## src/sv/lcgbd_pkg.sv

```systemverilog
// Shared types and constants for the 48-bit LCG with bounded draw.
// No dependencies; imported by every module of the block.
`default_nettype none

package lcgbd_pkg;

  localparam int STATE_W = 48;
  localparam int MULT_W  = 35;
  localparam int RAND_W  = 31;

  localparam logic [MULT_W-1:0] LCG_MULT = 35'h5DEECE66D;
  localparam logic [3:0]        LCG_INC  = 4'hB;

  typedef enum logic [1:0] {
    OP_SEED = 2'd0,
    OP_BITS = 2'd1,
    OP_LONG = 2'd2,
    OP_INT  = 2'd3
  } op_t;

  // Status of a serial arithmetic unit.
  typedef struct packed {
    logic busy;
    logic done;
  } unit_stat_t;

endpackage

`default_nettype wire

```

## src/sv/lcgbd_mul.sv

```systemverilog
// Bit-serial constant multiplier: state * 0x5DEECE66D + 0xB, mod 2^48.
// One multiplier bit per cycle; depends on lcgbd_pkg.
`default_nettype none

module lcgbd_mul import lcgbd_pkg::*; (
  input  logic               clk,
  input  logic               rst_n,
  input  logic               start,
  input  logic [STATE_W-1:0] operand,
  output unit_stat_t         stat,
  output logic [STATE_W-1:0] product
);

  localparam int CNT_W = $clog2(MULT_W);

  logic               busy_r;
  logic               done_r;
  logic [CNT_W-1:0]   cnt_r;
  logic [STATE_W-1:0] acc_r;
  logic [STATE_W-1:0] mcand_r;
  logic [MULT_W-1:0]  mplr_r;

  always_ff @(posedge clk) begin
    if (!rst_n) begin
      busy_r <= 1'b0;
      done_r <= 1'b0;
      cnt_r  <= '0;
    end else begin
      done_r <= 1'b0;
      if (start && !busy_r) begin
        busy_r <= 1'b1;
        cnt_r  <= '0;
      end else if (busy_r) begin
        cnt_r <= cnt_r + 1'b1;
        if (cnt_r == CNT_W'(MULT_W - 1)) begin
          busy_r <= 1'b0;
          done_r <= 1'b1;
        end
      end
    end
  end

  // Shift-add over the constant's bits; the increment seeds the accumulator.
  always_ff @(posedge clk) begin
    if (start && !busy_r) begin
      acc_r   <= STATE_W'(LCG_INC);
      mcand_r <= operand;
      mplr_r  <= LCG_MULT;
    end else if (busy_r) begin
      if (mplr_r[0]) begin
        acc_r <= acc_r + mcand_r;
      end
      mcand_r <= {mcand_r[STATE_W-2:0], 1'b0};
      mplr_r  <= {1'b0, mplr_r[MULT_W-1:1]};
    end
  end

  assign stat.busy = busy_r;
  assign stat.done = done_r;
  assign product   = acc_r;

endmodule

`default_nettype wire

```

## src/sv/lcgbd_div.sv

```systemverilog
// Restoring bit-serial divider giving the remainder of a 31-bit draw.
// One quotient bit per cycle; depends on lcgbd_pkg.
`default_nettype none

module lcgbd_div import lcgbd_pkg::*; (
  input  logic              clk,
  input  logic              rst_n,
  input  logic              start,
  input  logic [RAND_W-1:0] dividend,
  input  logic [RAND_W-1:0] divisor,
  output unit_stat_t        stat,
  output logic [RAND_W-1:0] remainder
);

  localparam int CNT_W = $clog2(RAND_W);

  logic              busy_r;
  logic              done_r;
  logic [CNT_W-1:0]  cnt_r;
  logic [RAND_W-1:0] rem_r;
  logic [RAND_W-1:0] dvd_r;
  logic [RAND_W-1:0] dsr_r;
  logic [RAND_W:0]   trial;
  logic [RAND_W:0]   diff;
  logic [RAND_W-1:0] rem_nxt;

  always_ff @(posedge clk) begin
    if (!rst_n) begin
      busy_r <= 1'b0;
      done_r <= 1'b0;
      cnt_r  <= '0;
    end else begin
      done_r <= 1'b0;
      if (start && !busy_r) begin
        busy_r <= 1'b1;
        cnt_r  <= '0;
      end else if (busy_r) begin
        cnt_r <= cnt_r + 1'b1;
        if (cnt_r == CNT_W'(RAND_W - 1)) begin
          busy_r <= 1'b0;
          done_r <= 1'b1;
        end
      end
    end
  end

  // Bring down the next dividend bit, subtract when it fits.
  always_comb begin
    trial = {rem_r, dvd_r[RAND_W-1]};
    diff  = trial - {1'b0, dsr_r};
    if (trial >= {1'b0, dsr_r}) begin
      rem_nxt = diff[RAND_W-1:0];
    end else begin
      rem_nxt = trial[RAND_W-1:0];
    end
  end

  always_ff @(posedge clk) begin
    if (start && !busy_r) begin
      rem_r <= '0;
      dvd_r <= dividend;
      dsr_r <= divisor;
    end else if (busy_r) begin
      rem_r <= rem_nxt;
      dvd_r <= {dvd_r[RAND_W-2:0], 1'b0};
    end
  end

  assign stat.busy = busy_r;
  assign stat.done = done_r;
  assign remainder = rem_r;

endmodule

`default_nettype wire

```

## src/sv/lcg48_random_with_bounded_draw_top.sv

```systemverilog
// Top level of the 48-bit LCG with bounded draw: sequencer, state and output word.
// Depends on lcgbd_pkg, lcgbd_mul and lcgbd_div.
//
//   channel | ports                                         | direction
//   in      | in_valid/in_ready, in_op, in_seed_value,      | word in
//           | in_bit_count, in_upper_bound                  |
//   out     | out_valid/out_ready, out_value                | word out
//
// set_seed gives no word. Each advance runs the serial multiplier; next_bits and a power-of-two
// next_int load the output register after one advance, next_long after two. Other next_int
// bounds add a divide per attempt, and a rejected attempt repeats advance and divide.
// Reset clears the generator state to zero. A waiting output word does not block
// the next input word; the sequencer stalls only when a new result finds it full.
`default_nettype none

module lcg48_random_with_bounded_draw_top import lcgbd_pkg::*; (
  input  logic               clk,
  input  logic               rst_n,
  input  logic               in_valid,
  output logic               in_ready,
  input  logic [1:0]         in_op,
  input  logic signed [63:0] in_seed_value,
  input  logic [5:0]         in_bit_count,
  input  logic [30:0]        in_upper_bound,
  output logic               out_valid,
  input  logic               out_ready,
  output logic signed [63:0] out_value
);

  typedef enum logic [3:0] {
    S_IDLE = 4'b0001,
    S_ADV  = 4'b0010,
    S_DIV  = 4'b0100,
    S_FIN  = 4'b1000
  } fsm_t;

  fsm_t               fsm_r, fsm_nxt;
  logic [STATE_W-1:0] lcg_r, lcg_nxt;
  op_t                op_r, op_nxt;
  logic [5:0]         bits_r, bits_nxt;
  logic [RAND_W-1:0]  bound_r, bound_nxt;
  logic               pow2_r, pow2_nxt;
  logic [4:0]         shamt_r, shamt_nxt;
  logic               second_r, second_nxt;
  logic [31:0]        hi_r, hi_nxt;
  logic [RAND_W-1:0]  draw_r, draw_nxt;
  logic [63:0]        res_r, res_nxt;
  logic               out_valid_r;
  logic [63:0]        out_value_r;
  logic               out_load;

  logic               mul_go;
  logic [STATE_W-1:0] mul_opnd;
  unit_stat_t         mul_st;
  logic [STATE_W-1:0] prod;
  logic               div_go;
  unit_stat_t         div_st;
  logic [RAND_W-1:0]  rem;

  logic [31:0]        draw32;
  logic [31:0]        top_bits;
  logic [RAND_W-1:0]  r31;
  logic [31:0]        rej_sum;

  // Bit position of a power-of-two bound (zero for a zero bound).
  function automatic logic [4:0] bit_pos(input logic [RAND_W-1:0] b);
    logic [4:0] k;
    k = '0;
    for (int j = 0; j < RAND_W; j++) begin
      if (b[j]) begin
        k = k | 5'(j);
      end
    end
    return k;
  endfunction

  lcgbd_mul u_mul (
    .clk     (clk),
    .rst_n   (rst_n),
    .start   (mul_go),
    .operand (mul_opnd),
    .stat    (mul_st),
    .product (prod)
  );

  lcgbd_div u_div (
    .clk       (clk),
    .rst_n     (rst_n),
    .start     (div_go),
    .dividend  (r31),
    .divisor   (bound_r),
    .stat      (div_st),
    .remainder (rem)
  );

  assign draw32   = prod[STATE_W-1:STATE_W-32];
  assign top_bits = draw32 >> (6'd32 - bits_r);
  assign r31      = prod[STATE_W-1:STATE_W-RAND_W];
  // Rejection when r - v + (bound - 1) passes 2^31 - 1.
  assign rej_sum  = {1'b0, draw_r} - {1'b0, rem} + {1'b0, bound_r} - 32'd1;

  assign in_ready = (fsm_r == S_IDLE);

  always_comb begin
    fsm_nxt    = fsm_r;
    lcg_nxt    = lcg_r;
    op_nxt     = op_r;
    bits_nxt   = bits_r;
    bound_nxt  = bound_r;
    pow2_nxt   = pow2_r;
    shamt_nxt  = shamt_r;
    second_nxt = second_r;
    hi_nxt     = hi_r;
    draw_nxt   = draw_r;
    res_nxt    = res_r;
    mul_go     = 1'b0;
    mul_opnd   = lcg_r;
    div_go     = 1'b0;
    out_load   = 1'b0;
    unique case (fsm_r)
      S_IDLE: begin
        if (in_valid) begin
          op_nxt     = op_t'(in_op);
          bits_nxt   = (in_bit_count > 6'd32) ? 6'd32 : in_bit_count;
          bound_nxt  = in_upper_bound;
          pow2_nxt   = ((in_upper_bound & (in_upper_bound - 31'd1)) == '0);
          shamt_nxt  = 5'd31 - bit_pos(in_upper_bound);
          second_nxt = 1'b0;
          if (op_t'(in_op) == OP_SEED) begin
            lcg_nxt = STATE_W'(in_seed_value ^ 64'(LCG_MULT));
          end else begin
            mul_go  = 1'b1;
            fsm_nxt = S_ADV;
          end
        end
      end
      S_ADV: begin
        if (mul_st.done) begin
          lcg_nxt = prod;
          unique case (op_r)
            OP_BITS: begin
              res_nxt = {{32{top_bits[31]}}, top_bits};
              fsm_nxt = S_FIN;
            end
            OP_LONG: begin
              if (!second_r) begin
                // Hold the high word and advance again from the fresh state.
                hi_nxt     = draw32;
                second_nxt = 1'b1;
                mul_go     = 1'b1;
                mul_opnd   = prod;
              end else begin
                res_nxt = {hi_r + {32{draw32[31]}}, draw32};
                fsm_nxt = S_FIN;
              end
            end
            OP_INT: begin
              draw_nxt = r31;
              if (pow2_r) begin
                res_nxt = {33'd0, r31 >> shamt_r};
                fsm_nxt = S_FIN;
              end else begin
                div_go  = 1'b1;
                fsm_nxt = S_DIV;
              end
            end
            default: begin
              fsm_nxt = S_IDLE;
            end
          endcase
        end
      end
      S_DIV: begin
        if (div_st.done) begin
          if (rej_sum[31]) begin
            // Drop this draw and take another from the advanced state.
            mul_go  = 1'b1;
            fsm_nxt = S_ADV;
          end else begin
            res_nxt = {33'd0, rem};
            fsm_nxt = S_FIN;
          end
        end
      end
      S_FIN: begin
        if (!out_valid_r || out_ready) begin
          out_load = 1'b1;
          fsm_nxt  = S_IDLE;
        end
      end
      default: begin
        fsm_nxt = S_IDLE;
      end
    endcase
  end

  always_ff @(posedge clk) begin
    if (!rst_n) begin
      fsm_r       <= S_IDLE;
      lcg_r       <= '0;
      out_valid_r <= 1'b0;
    end else begin
      fsm_r <= fsm_nxt;
      lcg_r <= lcg_nxt;
      if (out_load) begin
        out_valid_r <= 1'b1;
      end else if (out_ready) begin
        out_valid_r <= 1'b0;
      end
    end
  end

  always_ff @(posedge clk) begin
    op_r     <= op_nxt;
    bits_r   <= bits_nxt;
    bound_r  <= bound_nxt;
    pow2_r   <= pow2_nxt;
    shamt_r  <= shamt_nxt;
    second_r <= second_nxt;
    hi_r     <= hi_nxt;
    draw_r   <= draw_nxt;
    res_r    <= res_nxt;
    if (out_load) begin
      out_value_r <= res_r;
    end
  end

  assign out_valid = out_valid_r;
  assign out_value = out_value_r;

`ifndef SYNTHESIS
  a_idle_units_free: assert property (@(posedge clk) disable iff (!rst_n)
    (fsm_r == S_IDLE) |-> (!mul_st.busy && !div_st.busy))
    else $error("arithmetic unit busy while sequencer idle");

  a_mul_done_in_adv: assert property (@(posedge clk) disable iff (!rst_n)
    mul_st.done |-> (fsm_r == S_ADV))
    else $error("multiplier finished outside advance state");

  a_div_done_in_div: assert property (@(posedge clk) disable iff (!rst_n)
    div_st.done |-> (fsm_r == S_DIV))
    else $error("divider finished outside divide state");

  a_load_frees_out: assert property (@(posedge clk) disable iff (!rst_n)
    out_load |-> (!out_valid_r || out_ready))
    else $error("output word overwritten before it was taken");
`endif

endmodule

`default_nettype wire

```

## config.mk

```make
export PLATFORM = sky130hd
export DESIGN_NAME = lcg48_random_with_bounded_draw_top
export DESIGN_NICKNAME = d
export VERILOG_FILES = /design/src/sv/lcgbd_pkg.sv /design/src/sv/lcgbd_mul.sv /design/src/sv/lcgbd_div.sv /design/src/sv/lcg48_random_with_bounded_draw_top.sv
export SDC_FILE = /design/constraint.sdc
export NUM_CORES = 1
export LEC_CHECK = 0
export BUFFER_PORTS_ARGS = -buffer_cell sky130_fd_sc_hd__buf_2
export CAP_MARGIN = 20
export CELL_PAD_IN_SITES_DETAIL_PLACEMENT = 1
export CELL_PAD_IN_SITES_GLOBAL_PLACEMENT = 2
export CORE_MARGIN = 5
export CORE_UTILIZATION = 43
export DETAILED_ROUTE_END_ITERATION = 10
export PLACE_DENSITY = 0.86
export SYNTH_ARGS = -nofsm -noshare
export SYNTH_HDL_FRONTEND = slang
export SYNTH_SLANG_ARGS = --single-unit
```

## constraint.sdc

```tcl
create_clock -name clk -period 16.6 [get_ports clk]
set_clock_uncertainty 0.05 [all_clocks]
set_input_delay 0.83 -clock clk [delete_from_list [all_inputs] [get_ports clk]]
set_output_delay 0.83 -clock clk [all_outputs]
set_load 0.01 [all_outputs]
```

==> results of run 1 <==
-- worst register-to-register path, delay by kind of cell, from the launching register on --
family | cells | cell delay, ps
buffers and inverters | 4 | 1410
adder cells (fa/ha/maj) | 2 | 850
flip-flops | 1 | 420
AND/OR/NAND/NOR | 1 | 340
multiplexers | 1 | 590
AO/OA/AOI/OAI | 7 | 1410
-- stage by stage --
step | hold WS [ps] | cells | utilization (%)
after floorplan | 350.3 | 3183 | -
after global placement | 352.4 | 4135 | 45.82
after detailed placement | 355.7 | 4135 | 45.82
after CTS | 329.9 | 4249 | 48.86
after global routing | 342.8 | 4249 | 48.86
final | 354.9 | 4249 | 48.86
-- Yosys cell counts (11+ instances only) --
library cell / count
a2bb2oi_1: 15
o31ai_1: 15
and2_1: 11
inv_1: 161
a311oi_1: 26
o21bai_1: 13
o22ai_1: 27
a221oi_1: 18
nand2b_1: 15
nand2_1: 538
a21o_1: 68
mux4_2: 35
nand3_1: 49
nor3_1: 43
dfxtp_1: 182
xor2_1: 42
fa_1: 33
and3_1: 18
nand4_1: 17
nor2b_1: 22
o211ai_1: 47
edfxtp_1: 347
clkbuf_1: 175
nor4_1: 11
xnor2_1: 55
or3_1: 18
a21oi_1: 279
o21ai_0: 131
mux2i_1: 60
nor2_1: 247
mux2_2: 17
ha_1: 147
a211oi_1: 33
buf_2: 15
o21a_1: 27
a31oi_1: 64
-- state kept, by name (all words and copies together) (netlist names), 6 cells and up --
signal / cells
hi_r: 32
out_value: 64
u_mul.mcand_r: 48
res_r: 64
u_mul.cnt_r: 6
draw_r: 31
u_mul.mplr_r: 35
u_mul.product: 48
bound_r: 31
u_div.dvd_r: 31
u_div.remainder: 31
u_div.dsr_r: 31
bits_r: 6
lcg_r: 48
-- worst paths after layout --
kind	slack, ps	end	from
hold / removal	350	out_value[24]	res_r[24]
setup reg to reg	11250	u_mul.mcand_r[10]	bound_r[16]
hold reg to reg	350	out_value[24]	res_r[24]
setup / recovery	11250	u_mul.mcand_r[10]	bound_r[16]
-- cells by family after synthesis --
family,Yosys count
AO/OA/AOI/OAI,857
XOR/XNOR,97
adder cells (fa/ha/maj),185
buffers and inverters,365
flip-flops,529
multiplexers,112
AND/OR/NAND/NOR,1038
-- cell type report --
type | instances | area [sq um] | area share, %
flip-flops and latches | 529 | 14070 | 41.04
clock inverters | 43 | 523.0 | 1.526
inverters | 165 | 619.3 | 1.807
clock buffers | 71 | 1614 | 4.709
repair buffers | 212 | 1201 | 3.504
multi-input cells | 2289 | 15080 | 43.99
well taps | 940 | 1176 | 3.431
-- metal layers --
metal / track usage, % / part of all wire, %
met5: 0 / 0.013
met3: 3.510 / 6.0
met4: 7.043 / 3.0
met1: 34.26 / 44
met2: 41.33 / 47
-- where the power goes --
part	internal (mW)	leakage [nW]	switching, mW	total, mW
Combinational	0.891	7.87	1.44	2.33
Clock	0.844	1.05	0.586	1.43
Sequential	1.67	4.70	0.248	1.92
Total	3.41	13.6	2.27	5.68
==> flow_summary.json, run 1 <==
{
  "cts_tree": "done",
  "drive_gt1_share_pct": 12.36,
  "dp_hpwl_mm": 70.14,
  "ys_ff_latch": 529,
  "fill_cells": 7964,
  "crit_chain": "inv_1, fa_1, inv_1, ha_1, a21o_1, a21oi_1, o21ai_0, o2111ai_1, a21oi_1, mux2i_1, nand4_1, a21oi_4, buf_4, buf_4, a31oi_1",
  "io_pins": 173,
  "ff2ff_path_depth": 15,
  "drv_slew": 0,
  "synth_flop_cell": "edfxtp_1",
  "critPathArrivalTime_ps": 5640,
  "placementRows": 97,
  "synthAdderAreaFrac_pct": 8.379,
  "grt_max_degree": 80,
  "endpoint_kind": "register",
  "cts_hold_buf": 0,
  "die-width_um": 276.1,
  "finalSetupViolations": 0,
  "crit_required_ps": 16890,
  "port-buffer-count": 156,
  "path_class": "reg2reg",
  "synthXorXnorAreaFrac_pct": 2.790,
  "crit_family": "buffers and inverters",
  "syn_nets": 3470,
  "cts_max_path_buffers": 3,
  "p_per_area_nw_per_um2": 165.7,
  "fin_crit_sh_pct": 32.21,
  "drc_errors": 0,
  "dieArea_sq_um": 76230,
  "yosys.area_share.simple_pct": 14.74,
  "synth_area_leader_cell": "edfxtp_1",
  "grt_overflow": 0,
  "antenna_cells": 0,
  "cpPeakStageDelay_ps": 710,
  "postPlaceCellArea_sq_um": 32140,
  "routed_wirelength_mm": 98.47,
  "synth_top_family_by_area": "compound AO/OA/AOI/OAI gates",
  "cp_num_buf_inv": 4,
  "finalSetupTns_ps": 0,
  "critPathSlowestCell": "buf_4",
  "num_vias": 25220,
  "crit_cells": 15,
  "synth_compound_area_share_pct": 18.14,
  "max_freq_mhz": 187.0,
  "finalHoldViolations": 0,
  "peakVddDrop_v": 0.00008891,
  "cp_max_fo": 76,
  "insertion_delay_ps": 650,
  "gp_congestion": 0.9169,
  "fin_area_sq_um": 34280,
  "nets": 3544,
  "finalPower_mw": 5.680,
  "status": "completed",
  "max-cap-violations": 0,
  "grtUsageTotal_pct": 24.88,
  "synthMuxAreaShare_pct": 5.190,
  "async_flop_share_pct": 0,
  "drtAntennaViolNets": 0,
  "cts-resized-gates": 0,
  "die_h_um": 276.1,
  "rsz0062_at_grt": "no",
  "antenna_found_initial": 3,
  "grt_pass1_wl_mm": 152.6,
  "initial_utilization_pct": 43.41,
  "clkSlewWorstSetupHoldPaths_ps": 60,
  "final_common_cell": "nand2_1",
  "syn-cell-area_sq_um": 30450,
  "yosysTopAreaCellShare_pct": 34.22,
  "post_drt_wl_per_cell_um": 23.18,
  "yosys_warnings": 0,
  "fin_ws_ps": 11250,
  "syn_to_final_growth_pct": 12.57,
  "numClockSinks": 529,
  "syn_avg_cell_area_sq_um": 9.566,
  "synthTopCellsByArea": "edfxtp_1 (34%), dfxtp_1 (12%), nand2_1 (6.6%)",
  "synth-edff-count": 347,
  "period_needed_ps": 5347,
  "hold_depth": 0,
  "dp_slack_ps": 11290,
  "ys_seq_area_share_pct": 46.19,
  "drt-initial-drc-count": 1871,
  "clk_root_buffer_cell": "clkbuf_16",
  "cts_made_buffers": 60,
  "grt_pass1_vias": 25930,
  "mostFrequentLayoutCells": "nand2_1 (536), edfxtp_1 (347), a21oi_1 (278)",
  "hold_path.class": "reg2reg",
  "worstMarginPinSlew_ps": 1126,
  "leakagePower_nw": 13.62,
  "via_per_inst": 5.935,
  "core_sq_um": 70150,
  "cts_setup_buffers": 0,
  "worstSetupStartpointType": "register",
  "synthCells": 3183,
  "max_slew_margin_pct": 24.83,
  "yosys.cell_types.count": 81,
  "htreeDepth": 2,
  "firstDrtPassIters": 5
}
Note: power is estimated with default switching activity, not from simulation.
==> run 2, diff against run 1 <==
--- a/config.mk
+++ b/config.mk
@@ -5,14 +5,15 @@
 export SDC_FILE = /design/constraint.sdc
 export NUM_CORES = 1
 export LEC_CHECK = 0
+export ABC_AREA = 1
 export BUFFER_PORTS_ARGS = -buffer_cell sky130_fd_sc_hd__buf_2
 export CAP_MARGIN = 20
 export CELL_PAD_IN_SITES_DETAIL_PLACEMENT = 1
 export CELL_PAD_IN_SITES_GLOBAL_PLACEMENT = 2
 export CORE_MARGIN = 5
-export CORE_UTILIZATION = 43
+export CORE_UTILIZATION = 38
 export DETAILED_ROUTE_END_ITERATION = 10
-export PLACE_DENSITY = 0.86
+export PLACE_DENSITY = 0.82
 export SYNTH_ARGS = -nofsm -noshare
 export SYNTH_HDL_FRONTEND = slang
 export SYNTH_SLANG_ARGS = --single-unit
==> constraint.sdc (replaced) <==
create_clock -name clk -period 5.1 [get_ports clk]
set_clock_uncertainty 0.05 [all_clocks]
set_input_delay 0.255 -clock clk [delete_from_list [all_inputs] [get_ports clk]]
set_output_delay 0.255 -clock clk [all_outputs]
set_load 0.01 [all_outputs]
==> run 2 against run 1 <==
Compared with the run above:
- setup slack worse by 10000 ps
- count of clock-buffer cells in the layout is 2 lower
- total power grew to 3.6 times the previous value
- largest power group unchanged
- final cell count is 25% higher
- critical endpoint is now u_mul.mcand_r[37]
- largest cell class unchanged
- combinational power grew to 4.0 times the previous value
- maximum frequency is 26% higher
- utilization is 4.7 points lower
- hold slack worse by 330 ps
- cell area is 7.5% higher
==> flow_summary.json, run 2 <==
{
  "io_pins": 173,
  "die-width_um": 299.5,
  "finalSetupTns_ps": 0,
  "yosysMostFrequentCell": "nand2_1",
  "pwr-share-comb_pct": 46.0,
  "synth-edff-count": 347,
  "path_class": "reg2reg",
  "synthXorXnorAreaFrac_pct": 1.481,
  "synthTopCellsByArea": "edfxtp_1 (33%), dfxtp_1 (11%), nand2_1 (11%)",
  "p_per_area_nw_per_um2": 557.2,
  "synthCells": 3970,
  "drv_slew": 0,
  "post_drt_wl_per_cell_um": 24.06,
  "crit_chain": "inv_1, fa_1, ha_1, nand2_1, inv_1, nand2_1, nand2_1, nand2_1, nand2_1, a21oi_1, nand2_1, nand2_1, nand4_1, nand2_2, nand2_2, inv_2, o211ai_1, nand2_1",
  "period_needed_ps": 4258,
  "antenna_found_initial": 3,
  "synth_area_leader_cell": "edfxtp_1",
  "syn-cell-area_sq_um": 31860,
  "cts_tree": "done",
  "grt_pass1_wl_mm": 189.7,
  "core_sq_um": 83420,
  "cts_max_path_buffers": 3,
  "num_vias": 29570,
  "max_freq_mhz": 234.9,
  "hold_ws_ps": 24.46,
  "ys_seq_area_share_pct": 44.14,
  "routed_wirelength_mm": 127.9,
  "clk_root_buffer_cell": "clkbuf_16",
  "critPathSlowestCell": "inv_2",
  "critPathArrivalTime_ps": 4730,
  "leakagePower_nw": 15.43,
  "crit_required_ps": 5570,
  "finalHoldViolations": 0,
  "cts_made_buffers": 59,
  "async_flop_share_pct": 0,
  "grt_overflow": 0,
  "yosys.area_share.simple_pct": 20.23,
  "cts-resized-gates": 0,
  "p_clk_share_pct": 21.5,
  "final_common_cell": "nand2_1",
  "sw_frac_of_total_pct": 46.18,
  "placementRows": 106,
  "cp_num_buf_inv": 3,
  "synthTopCellsByCount": "nand2_1 (961), inv_1 (426), o21ai_0 (355)",
  "insertion_delay_ps": 660,
  "grt_max_degree": 116,
  "max_slew_margin_pct": 27.84,
  "rsz0062_at_grt": "no",
  "grtUsageTotal_pct": 27.64,
  "intPower_mw": 11.05,
  "finalSetupViolations": 0,
  "syn_to_final_growth_pct": 15.64,
  "worstSetupStartpointType": "register",
  "mostFrequentLayoutCells": "nand2_1 (959), inv_1 (425), o21ai_0 (355)",
  "hold_path.class": "in2reg",
  "synthAdderAreaFrac_pct": 7.910,
  "dieArea_sq_um": 89730,
  "p_sw_mw": 9.479,
  "crit_family": "simple AND/OR/NAND/NOR gates",
  "gp_congestion": 0.9412,
  "nets": 4471,
  "p_seq_share_pct": 32.6,
  "die_h_um": 299.5,
  "grt_pass1_vias": 30020,
  "port-buffer-count": 156,
  "cp_max_fo": 36,
  "cp_common_cell": "nand2_1",
  "fill_cells": 9996,
  "rrSetupSlack_ps": 840,
  "endpoint_kind": "register",
  "yosys_warnings": 0,
  "syn_avg_cell_area_sq_um": 8.025,
  "ys_ff_latch": 529,
  "yosys.cell_types.count": 66,
  "syn_nets": 4257,
  "status": "completed",
  "synthMuxAreaShare_pct": 0.9426,
  "htreeDepth": 2,
  "initial_utilization_pct": 38.19,
  "dp_hpwl_mm": 95.97,
  "firstDrtPassIters": 7,
  "worstMarginPinSlew_ps": 1081,
  "drc_errors": 0,
  "synth_top_family_by_area": "simple AND/OR/NAND/NOR gates",
  "cpPeakStageDelay_ps": 590,
  "numClockSinks": 529,
  "via_per_inst": 5.560,
  "peakVddDrop_v": 0.0003661,
  "max-cap-violations": 0,
  "cts_hold_buf": 88,
  "synth_compound_area_share_pct": 18.01,
  "cts_setup_buffers": 0,
  "drtAntennaViolNets": 0,
  "synth_flop_cell": "edfxtp_1",
  "yosysTopAreaCellShare_pct": 32.71,
  "drt-initial-drc-count": 2206,
  "clkSlewWorstSetupHoldPaths_ps": 70,
  "drive_gt1_share_pct": 9.233,
  "fin_crit_sh_pct": 83.49
}
run 2: changes by cell type after synthesis, sizes merged, moves of 46 or more:
cell    previous run  this run
nor2             247       321
clkbuf           175       100
nand2            538       965
a21o              68        22
o21ai            137       392
nand3             49       145
inv              161       439
run 2: final cells by class:
type / instances / area, sq um / share of cell area, %
Antenna cell: 3 / 7.507 / 0.02038
Clock buffer: 69 / 1554 / 4.218
Clock inverter: 43 / 441.7 / 1.199
Inverter: 441 / 1655 / 4.493
Multi-Input combinational cell: 2841 / 15510 / 42.10
Sequential cell: 529 / 14060 / 38.18
Tap cell: 1080 / 1351 / 3.668
Timing Repair Buffer: 312 / 2255 / 6.120
run 2: worst min-delay path: cells and delay by family:
family                 cells  cell delay (ps)
AOI/OAI and AO/OA          1              230
buffers and inverters      1               90
and+or+nand+nor            2              120
run 2: power groups by stage:
stage / clock (mW) / combinational, mW / sequential [mW]
6_report: 4.41 / 9.43 / 6.68
5_1_grt: 4.67 / 10.3 / 6.73
4_1_cts: 4.50 / 9.30 / 6.67
3_5_place_dp: 0 / 9.19 / 6.74
3_3_place_gp: 0 / 9.06 / 6.72
2_1_floorplan: 0 / 5.83 / 6.30
run 2: routing by layer:
metal / part of all wire [%] / vias to the layer above / GRT usage, %
li1: - / 14030 / -
met1: 43 / 14490 / 36.19
met2: 47 / 835 / 47.06
met3: 5.6 / 210 / 3.375
met4: 4.3 / 0 / 10.32
met5: 0 / - / 0
run 2: path summary, 6_finish.rpt:
kind         cells after the start                 from           endpoint
max                             18  u_div.remainder[17]  u_mul.mcand_r[37]
min                              4    in_seed_value[15]          lcg_r[15]
max reg2reg                     18  u_div.remainder[17]  u_mul.mcand_r[37]
min reg2reg                      0            res_r[31]      out_value[31]
run 2: kinds of logic (layout without fill, tap and decap cells):
| kind of cell | after synthesis | after routing |
|---|---|---|
| AO/OA/AOI/OAI | 1003 | 1003 |
| XOR/XNOR | 53 | 53 |
| AND/OR/NAND/NOR | 1573 | 1573 |
| adder cells (fa/ha/maj) | 182 | 182 |
| flip-flops | 529 | 529 |
| multiplexers | 30 | 30 |
| buffers and inverters | 600 | 865 |
| other | 0 | 3 |
run 2: through the flow:
| stage | cell area [sq um] | utilization [%] | total power, mW | setup WS (ps) | std cells |
|---|---|---|---|---|---|
| 6_report | 36840 | 44.16 | 20.53 | 842.2 | 5318 |
| 5_1_grt | 36830 | 44.15 | 21.70 | 589.1 | 5315 |
| 4_1_cts | 36800 | 44.12 | 20.47 | 754.2 | 5314 |
| 3_5_place_dp | 33930 | 40.67 | 15.93 | 757.3 | 5114 |
| 3_3_place_gp | 33930 | 40.67 | 15.78 | 843.4 | 5114 |
| 2_1_floorplan | 31860 | - | 12.13 | 712.7 | 3970 |
